**src/design/dlle_pkg.sv**
```systemverilog
`default_nettype none
package dlle_pkg;

  localparam int CMD_W          = 3;
  localparam int STAT_W         = 2;
  localparam int VAL_W          = 32;
  localparam int PTR_W          = 6;
  localparam int POOL_NODES_DEF = 32;

  localparam logic [PTR_W-1:0] NULL_PTR = 6'd63;

  localparam logic [CMD_W-1:0] CMD_FRONT   = 3'd0;
  localparam logic [CMD_W-1:0] CMD_BACK    = 3'd1;
  localparam logic [CMD_W-1:0] CMD_AFTER   = 3'd2;
  localparam logic [CMD_W-1:0] CMD_BEFORE  = 3'd3;
  localparam logic [CMD_W-1:0] CMD_DELETE  = 3'd4;
  localparam logic [CMD_W-1:0] CMD_DISPLAY = 3'd5;
  localparam logic [CMD_W-1:0] CMD_CONCAT  = 3'd6;

  localparam logic [STAT_W-1:0] ST_OK        = 2'd0;
  localparam logic [STAT_W-1:0] ST_NOT_FOUND = 2'd1;
  localparam logic [STAT_W-1:0] ST_FULL      = 2'd2;

  // controller -> datapath
  typedef struct packed {
    logic              accept;      // latch the input transfer, point cur at a head
    logic              walk_step;   // emit node value, follow next
    logic              walk_seg_b;  // concat: move cur to head of list B
    logic              search_step; // follow next
    logic              search_hit;  // capture target node and neighbours
    logic              alloc;       // pop free stack, set link points
    logic              link1;       // write new node, head/tail
    logic              link2;       // patch neighbours
    logic              del;         // unlink target, push it on free stack
    logic              emit_fin;    // load closing result
    logic [STAT_W-1:0] fin_status;
  } ctrl_cmd_t;

  // datapath -> controller
  typedef struct packed {
    logic [CMD_W-1:0] in_cmd;
    logic [CMD_W-1:0] cmd;
    logic             cur_null;
    logic             hit;
    logic             pool_empty;
    logic             slot_free;
  } dp_stat_t;

endpackage
`default_nettype wire

```
**src/design/dlle_ram.sv**
```systemverilog
`default_nettype none
module dlle_ram #(
  parameter int WIDTH = 8,
  parameter int DEPTH = 32
) (
  input  wire logic                     clk,
  input  wire logic                     we,
  input  wire logic [$clog2(DEPTH)-1:0] waddr,
  input  wire logic [WIDTH-1:0]         wdata,
  input  wire logic [$clog2(DEPTH)-1:0] raddr,
  output logic      [WIDTH-1:0]         rdata
);

  logic [WIDTH-1:0] mem [DEPTH];

  always_ff @(posedge clk) begin
    if (we) begin
      mem[waddr] <= wdata;
    end
    rdata <= mem[raddr];
  end

endmodule
`default_nettype wire

```
**src/design/dlle_ctrl.sv**
```systemverilog
`default_nettype none
module dlle_ctrl (
  input  wire logic               clk,
  input  wire logic               rst,
  input  wire logic               in_valid,
  output logic                    in_ready,
  input  wire dlle_pkg::dp_stat_t st,
  output dlle_pkg::ctrl_cmd_t     c
);
  import dlle_pkg::*;

  localparam logic [2:0] S_IDLE   = 3'd0;
  localparam logic [2:0] S_WALK   = 3'd1;
  localparam logic [2:0] S_SEARCH = 3'd2;
  localparam logic [2:0] S_ALLOC  = 3'd3;
  localparam logic [2:0] S_LINK1  = 3'd4;
  localparam logic [2:0] S_LINK2  = 3'd5;
  localparam logic [2:0] S_DEL    = 3'd6;
  localparam logic [2:0] S_FIN    = 3'd7;

  logic [2:0]        state, state_next;
  logic              seg, seg_next;      // 1: walking the last list
  logic [STAT_W-1:0] fin, fin_next;

  assign in_ready = (state == S_IDLE);

  always_comb begin
    state_next = state;
    seg_next   = seg;
    fin_next   = fin;
    c          = '0;
    c.fin_status = fin;
    case (state)
      S_IDLE: begin
        if (in_valid) begin
          c.accept = 1'b1;
          case (st.in_cmd)
            CMD_FRONT, CMD_BACK: state_next = S_ALLOC;
            CMD_AFTER, CMD_BEFORE, CMD_DELETE: state_next = S_SEARCH;
            CMD_DISPLAY: begin
              seg_next   = 1'b1;
              state_next = S_WALK;
            end
            CMD_CONCAT: begin
              seg_next   = 1'b0;
              state_next = S_WALK;
            end
            default: begin
              fin_next   = ST_OK;
              state_next = S_FIN;
            end
          endcase
        end
      end
      S_WALK: begin
        if (st.cur_null) begin
          if (!seg) begin
            c.walk_seg_b = 1'b1;
            seg_next     = 1'b1;
          end else if (st.slot_free) begin
            c.emit_fin   = 1'b1;
            c.fin_status = ST_OK;
            state_next   = S_IDLE;
          end
        end else if (st.slot_free) begin
          c.walk_step = 1'b1;
        end
      end
      S_SEARCH: begin
        if (st.cur_null) begin
          fin_next   = ST_NOT_FOUND;
          state_next = S_FIN;
        end else if (st.hit) begin
          c.search_hit = 1'b1;
          state_next   = (st.cmd == CMD_DELETE) ? S_DEL : S_ALLOC;
        end else begin
          c.search_step = 1'b1;
        end
      end
      S_ALLOC: begin
        if (st.pool_empty) begin
          fin_next   = ST_FULL;
          state_next = S_FIN;
        end else begin
          c.alloc    = 1'b1;
          state_next = S_LINK1;
        end
      end
      S_LINK1: begin
        c.link1    = 1'b1;
        state_next = S_LINK2;
      end
      S_LINK2: begin
        c.link2    = 1'b1;
        fin_next   = ST_OK;
        state_next = S_FIN;
      end
      S_DEL: begin
        c.del      = 1'b1;
        fin_next   = ST_OK;
        state_next = S_FIN;
      end
      S_FIN: begin
        if (st.slot_free) begin
          c.emit_fin = 1'b1;
          state_next = S_IDLE;
        end
      end
      default: state_next = S_IDLE;
    endcase
  end

  always_ff @(posedge clk) begin
    if (rst) begin
      state <= S_IDLE;
      seg   <= 1'b0;
      fin   <= ST_OK;
    end else begin
      state <= state_next;
      seg   <= seg_next;
      fin   <= fin_next;
    end
  end

endmodule
`default_nettype wire

```
**src/design/dlle_dp.sv**
```systemverilog
`default_nettype none
module dlle_dp #(
  parameter int POOL_NODES = dlle_pkg::POOL_NODES_DEF
) (
  input  wire logic                           clk,
  input  wire logic                           rst,
  input  wire logic [dlle_pkg::CMD_W-1:0]     in_command,
  input  wire logic                           in_list_sel,
  input  wire logic [dlle_pkg::VAL_W-1:0]     in_target,
  input  wire logic [dlle_pkg::VAL_W-1:0]     in_new,
  input  wire dlle_pkg::ctrl_cmd_t            c,
  output dlle_pkg::dp_stat_t                  st,
  output logic                                out_valid,
  input  wire logic                           out_ready,
  output logic      [dlle_pkg::STAT_W-1:0]    out_status,
  output logic                                out_has_value,
  output logic      [dlle_pkg::VAL_W-1:0]     out_value,
  output logic                                out_last
);
  import dlle_pkg::*;

  localparam int AW = $clog2(POOL_NODES);
  localparam logic [PTR_W-1:0] POOL_PTR = PTR_W'(POOL_NODES);

  function automatic logic is_node(input logic [PTR_W-1:0] p);
    is_node = (p < POOL_PTR);
  endfunction

  logic [CMD_W-1:0] cmd;
  logic             sel;
  logic [VAL_W-1:0] target, newval;
  logic [PTR_W-1:0] head [2];
  logic [PTR_W-1:0] tail [2];
  logic [PTR_W-1:0] cur, cur_next;
  logic [PTR_W-1:0] tgt, tprv, tnxt, nn, lp, lq;
  logic [PTR_W-1:0] fc, fc_next;
  logic [POOL_NODES-1:0] fs_vld;
  logic             top_vld;
  logic [AW-1:0]    top_addr;
  logic [AW-1:0]    fs_raddr, fs_rdata;
  logic [PTR_W-1:0] top_node;
  logic             push;

  logic [VAL_W-1:0] rd_data;
  logic [PTR_W-1:0] rd_next, rd_prev;

  logic             nx_we, pv_we;
  logic [PTR_W-1:0] nx_waddr, nx_wdata, pv_waddr, pv_wdata;

  // node pointer that cur moves to this cycle; read address of the node memories
  always_comb begin
    cur_next = cur;
    if (c.accept) begin
      cur_next = (in_command == CMD_CONCAT) ? head[0] : head[in_list_sel];
    end else if (c.walk_seg_b) begin
      cur_next = head[1];
    end else if (c.walk_step || c.search_step) begin
      cur_next = rd_next;
    end
  end

  assign push    = c.del && (fc < POOL_PTR);
  assign fc_next = c.alloc ? fc - PTR_W'(1) : (push ? fc + PTR_W'(1) : fc);
  assign fs_raddr = AW'(fc_next - PTR_W'(1));
  // untouched stack entries hold their reset contents
  assign top_node = top_vld ? PTR_W'(fs_rdata) : PTR_W'(POOL_NODES - 1) - PTR_W'(top_addr);

  always_comb begin
    nx_we = 1'b0; nx_waddr = nn; nx_wdata = lq;
    pv_we = 1'b0; pv_waddr = nn; pv_wdata = lp;
    if (c.link1) begin
      nx_we = 1'b1;
      pv_we = 1'b1;
    end else if (c.link2) begin
      nx_we = is_node(lp); nx_waddr = lp; nx_wdata = nn;
      pv_we = is_node(lq); pv_waddr = lq; pv_wdata = nn;
    end else if (c.del) begin
      nx_we = is_node(tprv); nx_waddr = tprv; nx_wdata = tnxt;
      pv_we = is_node(tnxt); pv_waddr = tnxt; pv_wdata = tprv;
    end
  end

  dlle_ram #(.WIDTH(VAL_W), .DEPTH(POOL_NODES)) u_data (
    .clk(clk), .we(c.link1), .waddr(nn[AW-1:0]), .wdata(newval),
    .raddr(cur_next[AW-1:0]), .rdata(rd_data)
  );

  dlle_ram #(.WIDTH(PTR_W), .DEPTH(POOL_NODES)) u_next (
    .clk(clk), .we(nx_we), .waddr(nx_waddr[AW-1:0]), .wdata(nx_wdata),
    .raddr(cur_next[AW-1:0]), .rdata(rd_next)
  );

  dlle_ram #(.WIDTH(PTR_W), .DEPTH(POOL_NODES)) u_prev (
    .clk(clk), .we(pv_we), .waddr(pv_waddr[AW-1:0]), .wdata(pv_wdata),
    .raddr(cur_next[AW-1:0]), .rdata(rd_prev)
  );

  dlle_ram #(.WIDTH(AW), .DEPTH(POOL_NODES)) u_free (
    .clk(clk), .we(push), .waddr(fc[AW-1:0]), .wdata(tgt[AW-1:0]),
    .raddr(fs_raddr), .rdata(fs_rdata)
  );

  assign st.in_cmd     = in_command;
  assign st.cmd        = cmd;
  assign st.cur_null   = !is_node(cur);
  assign st.hit        = (rd_data == target);
  assign st.pool_empty = (fc == '0);
  assign st.slot_free  = !out_valid || out_ready;

  always_ff @(posedge clk) begin
    top_vld  <= fs_vld[fs_raddr];
    top_addr <= fs_raddr;
    cur      <= cur_next;
    if (c.accept) begin
      cmd    <= in_command;
      sel    <= in_list_sel;
      target <= in_target;
      newval <= in_new;
    end
    if (c.search_hit) begin
      tgt  <= cur;
      tprv <= rd_prev;
      tnxt <= rd_next;
    end
    if (c.alloc) begin
      nn <= top_node;
      case (cmd)
        CMD_FRONT: begin lp <= NULL_PTR;  lq <= head[sel]; end
        CMD_BACK:  begin lp <= tail[sel]; lq <= NULL_PTR;  end
        CMD_AFTER: begin lp <= tgt;       lq <= tnxt;      end
        default:   begin lp <= tprv;      lq <= tgt;       end
      endcase
    end
    if (c.walk_step) begin
      out_status    <= ST_OK;
      out_has_value <= 1'b1;
      out_value     <= rd_data;
      out_last      <= 1'b0;
    end else if (c.emit_fin) begin
      out_status    <= c.fin_status;
      out_has_value <= 1'b0;
      out_value     <= '0;
      out_last      <= 1'b1;
    end
  end

  always_ff @(posedge clk) begin
    if (rst) begin
      head[0]   <= NULL_PTR;
      head[1]   <= NULL_PTR;
      tail[0]   <= NULL_PTR;
      tail[1]   <= NULL_PTR;
      fc        <= POOL_PTR;
      fs_vld    <= '0;
      out_valid <= 1'b0;
    end else begin
      fc <= fc_next;
      if (push) begin
        fs_vld[fc[AW-1:0]] <= 1'b1;
      end
      if (c.link1) begin
        if (!is_node(lp)) head[sel] <= nn;
        if (!is_node(lq)) tail[sel] <= nn;
      end
      if (c.del) begin
        if (!is_node(tprv)) head[sel] <= tnxt;
        if (!is_node(tnxt)) tail[sel] <= tprv;
      end
      if (c.walk_step || c.emit_fin) begin
        out_valid <= 1'b1;
      end else if (out_ready) begin
        out_valid <= 1'b0;
      end
    end
  end

endmodule
`default_nettype wire

```
**src/design/dual_linked_list_engine_top.sv**
```systemverilog
`default_nettype none
// Channel  Dir  Group                   Contents
// command  in   s_tvalid/s_tready       s_tuser: command[2:0] list_sel[3]
//                                       s_tdata: target_value[31:0] new_value[63:32]
// result   out  m_tvalid/m_tready       m_tuser: status[1:0] has_value[2]
//                                       m_tdata: item_value[31:0], m_tlast: last
//
// One command at a time. Front/back insert allocates a node, writes it and then patches
// its neighbours; insert after/before first searches for the target (a missing target
// closes with not-found), and delete searches and then unlinks. Display walks one list;
// concat walks list A, then hops to list B. Walks and searches follow one node per cycle
// through the node memories, a walk only while the output is free. Reset empties both
// lists and refills the free stack at once, no sweep. A stalled result holds in the
// output register; the walk and the closing transfer pause until it moves.
module dual_linked_list_engine_top #(
  parameter int POOL_NODES = dlle_pkg::POOL_NODES_DEF
) (
  input  wire logic        clk,
  input  wire logic        rst,
  input  wire logic        s_tvalid,
  output logic             s_tready,
  input  wire logic [63:0] s_tdata,  // target_value[31:0], new_value[63:32]
  input  wire logic [3:0]  s_tuser,  // command[2:0], list_sel[3]
  output logic             m_tvalid,
  input  wire logic        m_tready,
  output logic      [31:0] m_tdata,  // item_value[31:0]
  output logic      [2:0]  m_tuser,  // status[1:0], has_value[2]
  output logic             m_tlast
);
  import dlle_pkg::*;

  ctrl_cmd_t c;
  dp_stat_t  st;

  // controller: sequencing of search, allocation, linking and walks
  dlle_ctrl u_ctrl (
    .clk(clk), .rst(rst),
    .in_valid(s_tvalid), .in_ready(s_tready),
    .st(st), .c(c)
  );

  // datapath: node memories, heads/tails, free stack, result register
  dlle_dp #(.POOL_NODES(POOL_NODES)) u_dp (
    .clk(clk), .rst(rst),
    .in_command(s_tuser[2:0]), .in_list_sel(s_tuser[3]),
    .in_target(s_tdata[31:0]), .in_new(s_tdata[63:32]),
    .c(c), .st(st),
    .out_valid(m_tvalid), .out_ready(m_tready),
    .out_status(m_tuser[1:0]), .out_has_value(m_tuser[2]),
    .out_value(m_tdata), .out_last(m_tlast)
  );

endmodule
`default_nettype wire
```
**config.mk**
```make
export PLATFORM = sky130hd
export DESIGN_NAME = dual_linked_list_engine_top
export DESIGN_NICKNAME = d
export VERILOG_FILES = /design/src/design/dlle_pkg.sv /design/src/design/dlle_ram.sv /design/src/design/dlle_ctrl.sv /design/src/design/dlle_dp.sv /design/src/design/dual_linked_list_engine_top.sv
export SDC_FILE = /design/constraint.sdc
export NUM_CORES = 2
export LEC_CHECK = 0
export BUFFER_PORTS_ARGS = -buffer_cell sky130_fd_sc_hd__buf_4
export CAP_MARGIN = 20
export CORE_AREA = 2 2 286 571
export DETAILED_ROUTE_END_ITERATION = 7
export DIE_AREA = 0 0 288 573
export PLACE_DENSITY = 0.64
export SYNTH_ARGS = -nofsm -noshare
export SYNTH_HDL_FRONTEND = slang
export SYNTH_SLANG_ARGS = --single-unit
export TNS_END_PERCENT = 30
```
**constraint.sdc**
```tcl
create_clock -name clk -period 10.2 [get_ports clk]
set_input_delay 1.53 -clock clk [delete_from_list [all_inputs] [get_ports clk]]
set_output_delay 1.53 -clock clk [all_outputs]
set_load 0.02 [all_outputs]
```
After elaboration in Yosys (flattened, before gate mapping)
Memories as Yosys holds them, arrays and structs flattened. A register that Yosys moved wholly into a read port is not among the register bits. Index checks and enable logic that the tools add are counted.

Reductions and logical operators: 25. Bitwise operators: 3. Equal/unequal tests: 25. $lt $le $gt $ge: 9. Mux-type cells: 111. $add $sub $neg: 4.

Operator list (number): 6-bit two-way mux (16); 32-bit two-way mux (2); 1-bit two-way mux (57); 6-bit less-than comparator (second input constant) (6); 6-bit one-hot mux with 3 select lines (2); 5-bit two-way mux (7); 32-bit equality test (1); 32-bit OR (1); 3-bit two-way mux (10); 3-bit equality test (second input constant) (8); 3-bit one-hot mux with 7 select lines (1); 2-bit two-way mux (9); 3-bit by 2-bit equality test with 1-bit output (second input constant) (5); 5-bit by 6-bit less-than comparator with 1-bit output (second input constant) (2); 6-bit OR reduction (2); 2-bit inequality test (second input constant) (5); 3-bit by 1-bit equality test with 1-bit output (second input constant) (3); 3-bit zero test (3); 3-bit one-hot mux with 3 select lines (1); 2-bit one-hot mux with 4 select lines (1); 4-bit AND reduction (2); 7-bit OR reduction (1); 6-bit by 1-bit adder with 6-bit output (second input constant) (1); 6-bit zero test (1); 20 further kinds (30).

Memory bits (writable): 1592. Memories: 6. Logic and storage cells: 208. Bits of input ports: 72. Output and inout bits: 38. Flip-flop bits (word level): 197.

Memories: u_dp.u_data.mem (words 32, bits a word 32, rd ports 1, clocked after Yosys merged registers in 1, write ports 1, line dlle_ram.sv:14) `logic [WIDTH-1:0] mem [DEPTH];`; u_dp.u_next.mem (words 32, bits a word 6, rd ports 1, clocked after Yosys merged registers in 1, write ports 1, line dlle_ram.sv:14); u_dp.u_prev.mem (words 32, bits a word 6, rd ports 1, clocked after Yosys merged registers in 1, write ports 1, line dlle_ram.sv:14); u_dp.u_free.mem (words 32, bits a word 5, rd ports 1, clocked after Yosys merged registers in 1, write ports 1, line dlle_ram.sv:14); u_dp.head (words 2, bits a word 6, rd ports 4, clocked after Yosys merged registers in 1, write ports 2, line dlle_dp.sv:32) `logic [PTR_W-1:0] head [2];`; u_dp.tail (words 2, bits a word 6, rd ports 1, clocked after Yosys merged registers in 1, write ports 2, line dlle_dp.sv:33) `logic [PTR_W-1:0] tail [2];`.

Depth between registers and ports, before layout
Depth after elaboration: 9. Depth in mapped cells: 17. Gate-level depth less buffers: 11.

By module
Synthesis repeated with hierarchy kept, for this count alone.

Cell total of the unflattened synthesis: 3986. Area, all modules: 71708.8 um2.

Modules (own cells, without submodules): dlle_ram at u_dp.u_data (times used 1, area each 40492.6 um2, seq. area each 31390.1 um2, cells an instance 2260); dlle_ram at u_dp.u_next ... (times used 2, area each 7589.8 um2, seq. area each 5885.6 um2, cells an instance 323); dlle_dp (times used 1, area each 9075.0 um2, seq. area each 5905.7 um2, cells an instance 719); dlle_ram at u_dp.u_free (times used 1, area each 6344.8 um2, seq. area each 4904.7 um2, cells an instance 277); dlle_ctrl (times used 1, area each 616.8 um2, seq. area each 120.1 um2, cells an instance 84).

Worst setup path after synthesis
Ideal clock, no wire load.

Kind: input to register. From: input port s_tvalid. To: register u_dp.u_data.rdata[29] (read register of u_dp.u_data.mem). Arrival: 4.771 ns. Setup slack: 5.298 ns. Stages on the path: 14. Buffers on the path: 3. Library setup time: 0.131 ns. Cell sequence: or4b_1 -> buf_2 -> inv_2 -> a32o_1 -> nand2b_1 -> o221ai_1 -> a211o_1 -> buf_4 -> inv_4 -> nor4_2 -> clkbuf_1 -> a22oi_1 -> nand4_1 -> a211oi_1.

RTL lines: start: declaration (line dual_linked_list_engine_top.sv:20) `input wire logic s_tvalid,`; end: declaration (line dlle_ram.sv:11) `output logic [WIDTH-1:0] rdata`.

Final worst setup path
From: register u_dp.u_data.rdata[19] (read register of u_dp.u_data.mem). To: register u_dp.u_prev.rdata[3] (read register of u_dp.u_prev.mem).

Word-level cells in the longest chain between the ends: 8.

RTL lines: 32-bit equality test (line dlle_dp.sv:106) `assign st.hit = (rd_data == target);`; 1-bit two-way mux (line dlle_ctrl.sv:73) `end else if (st.hit) begin`; 2-bit two-way mux (line dlle_ctrl.sv:70) `if (st.cur_null) begin`; 2-bit two-way mux (line dlle_ctrl.sv:33) `case (state)`; 1-bit logical OR (line dlle_dp.sv:57) `end else if (c.walk_step || c.search_step) begin`; 6-bit two-way mux (line dlle_dp.sv:57); 6-bit two-way mux (line dlle_dp.sv:55) `end else if (c.walk_seg_b) begin`; 6-bit two-way mux (line dlle_dp.sv:53) `if (c.accept) begin`; end: declaration (line dlle_ram.sv:11).

No other way between the ends. The select of a mux whose other input is x is not followed. A chain may end at the register's enable or synchronous reset.

==> metrics.md <==
| Metric | Value |
|---|---|
| Synthesized instance count | ~4,700 |
| Asr flop ratio synth | 0% |
| Inst Count DP | 6,696 |
| Die Ht | roughly 570 microns |
| Worst EP arrival | about 8 ns |
| Layout area overhead | 12.3% |
| Gpl congestion | roughly 0.90 |
| Final Instance Area | around 81,000 sq um |
| Fin. Hold Viols | 0 |
| RSZ-0062 raised after global routing | no |
| Routed wl met2 | roughly 110,000 microns |
| Std cell rows | around 210 |
| Share of layout cells above drive strength 1 | 12.6% |
| Via Count | between 40,000 and 50,000 |
| CTS Buf Count | roughly 170 |
| Largest net degree at the start of global routing | 140 |
| Die area | 165,000 sq um |
| Synthesis-stage register bit count | ~1,800 |
| Syn_nets | about 4,700 |
| Power Density | around 300 nW/um^2 |
| Status | complete, no violations |
| Drt total wl | approximately 200,000 microns |
| Root buffer cell | clkbuf_16 |
| GR Overflow Total | 0 |
| Cell area after synthesis | 72,000 sq um |
| Synth cell types | 75 |
| Number of flops mapped to enable cells by yosys | about 1,700 |
| Clock sinks | around 1,800 |
| F_max | between 0.1 and 0.15 GHz |
| Setup TNS | 0 ns |
| CTS tree | built |
| Wl on met1 | around 66,000 microns |
| Top sig layer | met5 |
| Req. time, crit path | roughly 11 ns |
| Synth top area share | ~72% |
| Critical path type | register to register |
| Worst Hold Class | register to register |
| CTS Hold Bufs | 0 |
| Ys flop type | edfxtp_1 |
| Residual DRC count | 0 |
| Least-Margin Pin Slew | 1.19 ns |
| Lkg Pwr | around 28 nW |
| Layout Skew | approximately 0.065 ns |
| Hpwl dp | about 120,000 microns |
| Detail Route Antenna Nets | 0 |
| Setup crit end kind | register |
| Peak VDD IR | ~0.48 mV |
| I/O Buffers | 109 |
| Cell taking the most area after synthesis | edfxtp_1 |
| Initial DRC Count | about 4,300 |
| Worst skew pair latency | 0.85 ns |
| Slew HR | around a fifth |
| Finished Layout Cells | roughly 7,000 |
| GRT Overall Usage | 24.0% |
| Die X | 288 microns |
| Fin nets | around 4,800 |
| Mean Syn Cell Area | about 15 sq um |
| Final Cycle Share | between 70 and 80% |
| H-Tree Depth | 4 |
| Worst-path maximum fanout | 101 |
| Maxcap violations | 0 |
| Vias/cell | roughly 5.9 |
| Clk pin slew, worst setup/hold paths | 0.06 ns |
| Setup violators final | 0 |
| Initial antenna violation count | 4 |
| Setup Buffers After CTS | 0 |
| Startpoint types | register |
| TritonRoute pass-1 iters | 5 |
| Synth warnings | 0 |
| Register area share after synthesis | 75.2% |
| Hold path depth | 0 |
| Io pins | between 100 and 150 |
| Wire per inst | between 20 and 30 microns |
| Initial Util | between 40% and 50% |
| Max-slew violation count | 0 |
| R2R depth | 12 |
| Met3 WL | between 10,000 and 15,000 microns |
| Tmin final | 7.30 ns |
| Placed Area | around 75,000 sq um |
| Vias in the first global route | between 40,000 and 50,000 |
| Core area | between 150,000 and 200,000 sq um |
| Cts repair resizes | 0 |
| First-pass GRT wire length | ~280,000 microns |
| Clock tree buffer depth | 4 |
| Synth area leaders | edfxtp_1 72%, mux2i_1 7.0%, nand2_1 3.9%, dfxtp_1 3.1%, mux4_2 1.9% |
[logic make-up (layout without fill, tap and decap cells)]
group           Yosys count  after routing  synth area share (%)
compound gates          511            511                  4.76
xor+xnor                 39             39                 0.485
fa+ha+maj                 5              5                0.0869
buf+inv                 283            522                  1.81
flops                  1838           1838                  75.2
mux                     576            576                  9.09
other cells               0              2                     0
simple gates           1406           1406                  8.59
[stage by stage]
stage	hold WS, ns	utilization (%)	total power [mW]	setup WS (ns)
2_1_floorplan	0.386	-	15.0	5.30
3_3_place_gp	0.419	47.0	17.8	3.09
3_5_place_dp	0.415	47.0	17.9	3.06
4_1_cts	0.438	50.3	23.9	3.08
5_1_grt	0.436	50.4	24.7	2.91
6_report	0.431	50.4	23.9	2.90
[synth_stat cells, types with 4 or more instances]
cell type and count:
mux2i_1 504, nor2_1 247, o221ai_1 5, o22ai_1 18, buf_2 61, a31oi_1 35
o21ai_1 4, inv_2 4, buf_1 15, nor3_1 28, and2_1 38, nand3b_1 6
nand4_1 105, inv_1 15, o32ai_1 41, mux4_2 61, edfxtp_1 1728, nand3_1 157
nor4_1 10, a21oi_1 145, a32oi_1 35, xor2_1 35, a22oi_1 60, mux2_2 11
o2111ai_1 25, o21a_1 6, a211oi_1 49, or2_2 6, or3_1 4, nor2b_1 11
buf_4 37, nor4_2 5, nand2b_1 7, clkbuf_1 147, ha_1 5, dfxtp_1 110
o21ai_0 59, or3b_2 4, nand2_1 754, o22a_1 6
[critical path: stages (launching register included)]
cell and delay [ns]:
dfxtp_1 0.82, xor2_1 0.14, nor4_1 0.43, nand4_1 0.68, o21ai_1 0.76, a211o_4 0.81
clkinv_8 0.74, buf_4 0.69, nor4_4 0.37, buf_4 0.74, a22oi_1 0.21, nand4_1 0.33
a211oi_1 0.09
[flip-flops by register name, summed over array words and instances, names as in the netlist, 12 cells and up, named ones only]
| name | count |
|---|---|
| u_dp.tail | 12 |
| u_dp.u_free.mem | 160 |
| u_dp.u_data.rdata | 32 |
| u_dp.fs_vld | 32 |
| u_dp.u_next.mem | 192 |
| u_dp.u_prev.mem | 192 |
| u_dp.head | 12 |
| u_dp.target | 32 |
| u_dp.u_data.mem | 1024 |
| u_dp.out_value | 32 |
| u_dp.newval | 32 |
[cells in the final DEF, fill, tap and decap left out, types with 12 or more instances in the layout]
master / count
nor3_1: 25
a32oi_1: 35
edfxtp_1: 1728
nand2_1: 749
mux4_2: 61
a21oi_1: 135
a211oi_1: 49
clkbuf_8: 23
nand3_1: 157
nor2_1: 212
clkinv_1: 12
a22oi_1: 60
o32ai_1: 41
dfxtp_1: 109
o22ai_1: 18
o2111ai_1: 25
clkbuf_16: 168
clkbuf_1: 39
buf_4: 197
clkinv_2: 29
inv_1: 14
xor2_1: 35
nand4_1: 105
o21ai_0: 57
mux2i_1: 504
nor2_4: 37
and2_1: 37
a31oi_1: 35
[layer usage]
| metal | track usage (%) | vias up |
|---|---|---|
| met3 | 3.17 | 551 |
| met1 | 25.5 | 21100 |
| met2 | 43.9 | 1745 |
| met4 | 15.9 | 2 |
| li1 | - | 18000 |
| met5 | 0 | - |
[worst paths after layout]
check                   startpoint                    to  slack, ns
max          u_dp.u_data.rdata[19]  u_dp.u_prev.rdata[3]       2.90
min           u_dp.u_prev.rdata[1]          u_dp.tprv[1]       0.43
max reg2reg  u_dp.u_data.rdata[19]  u_dp.u_prev.rdata[3]       2.90
min reg2reg   u_dp.u_prev.rdata[1]          u_dp.tprv[1]       0.43
[power by group]
group | internal (mW) | switching, mW | leakage [nW]
clock network | 3.38 | 2.69 | 2.55
registers | 8.99 | 0.548 | 16.4
logic | 2.73 | 5.55 | 8.64
total | 15.1 | 8.80 | 27.6
[cell type report]
cell class,instances,area [sq um]
inverters,20,98.8
flip-flops and latches,1838,54100
clock inverters,63,539
multi-input cells,2537,17000
fillers,13300,79500
clock buffers,230,4670
repair buffers,209,1770
diodes,2,5.00
well taps,2100,2630
Note: power is estimated with default switching activity, not from simulation.
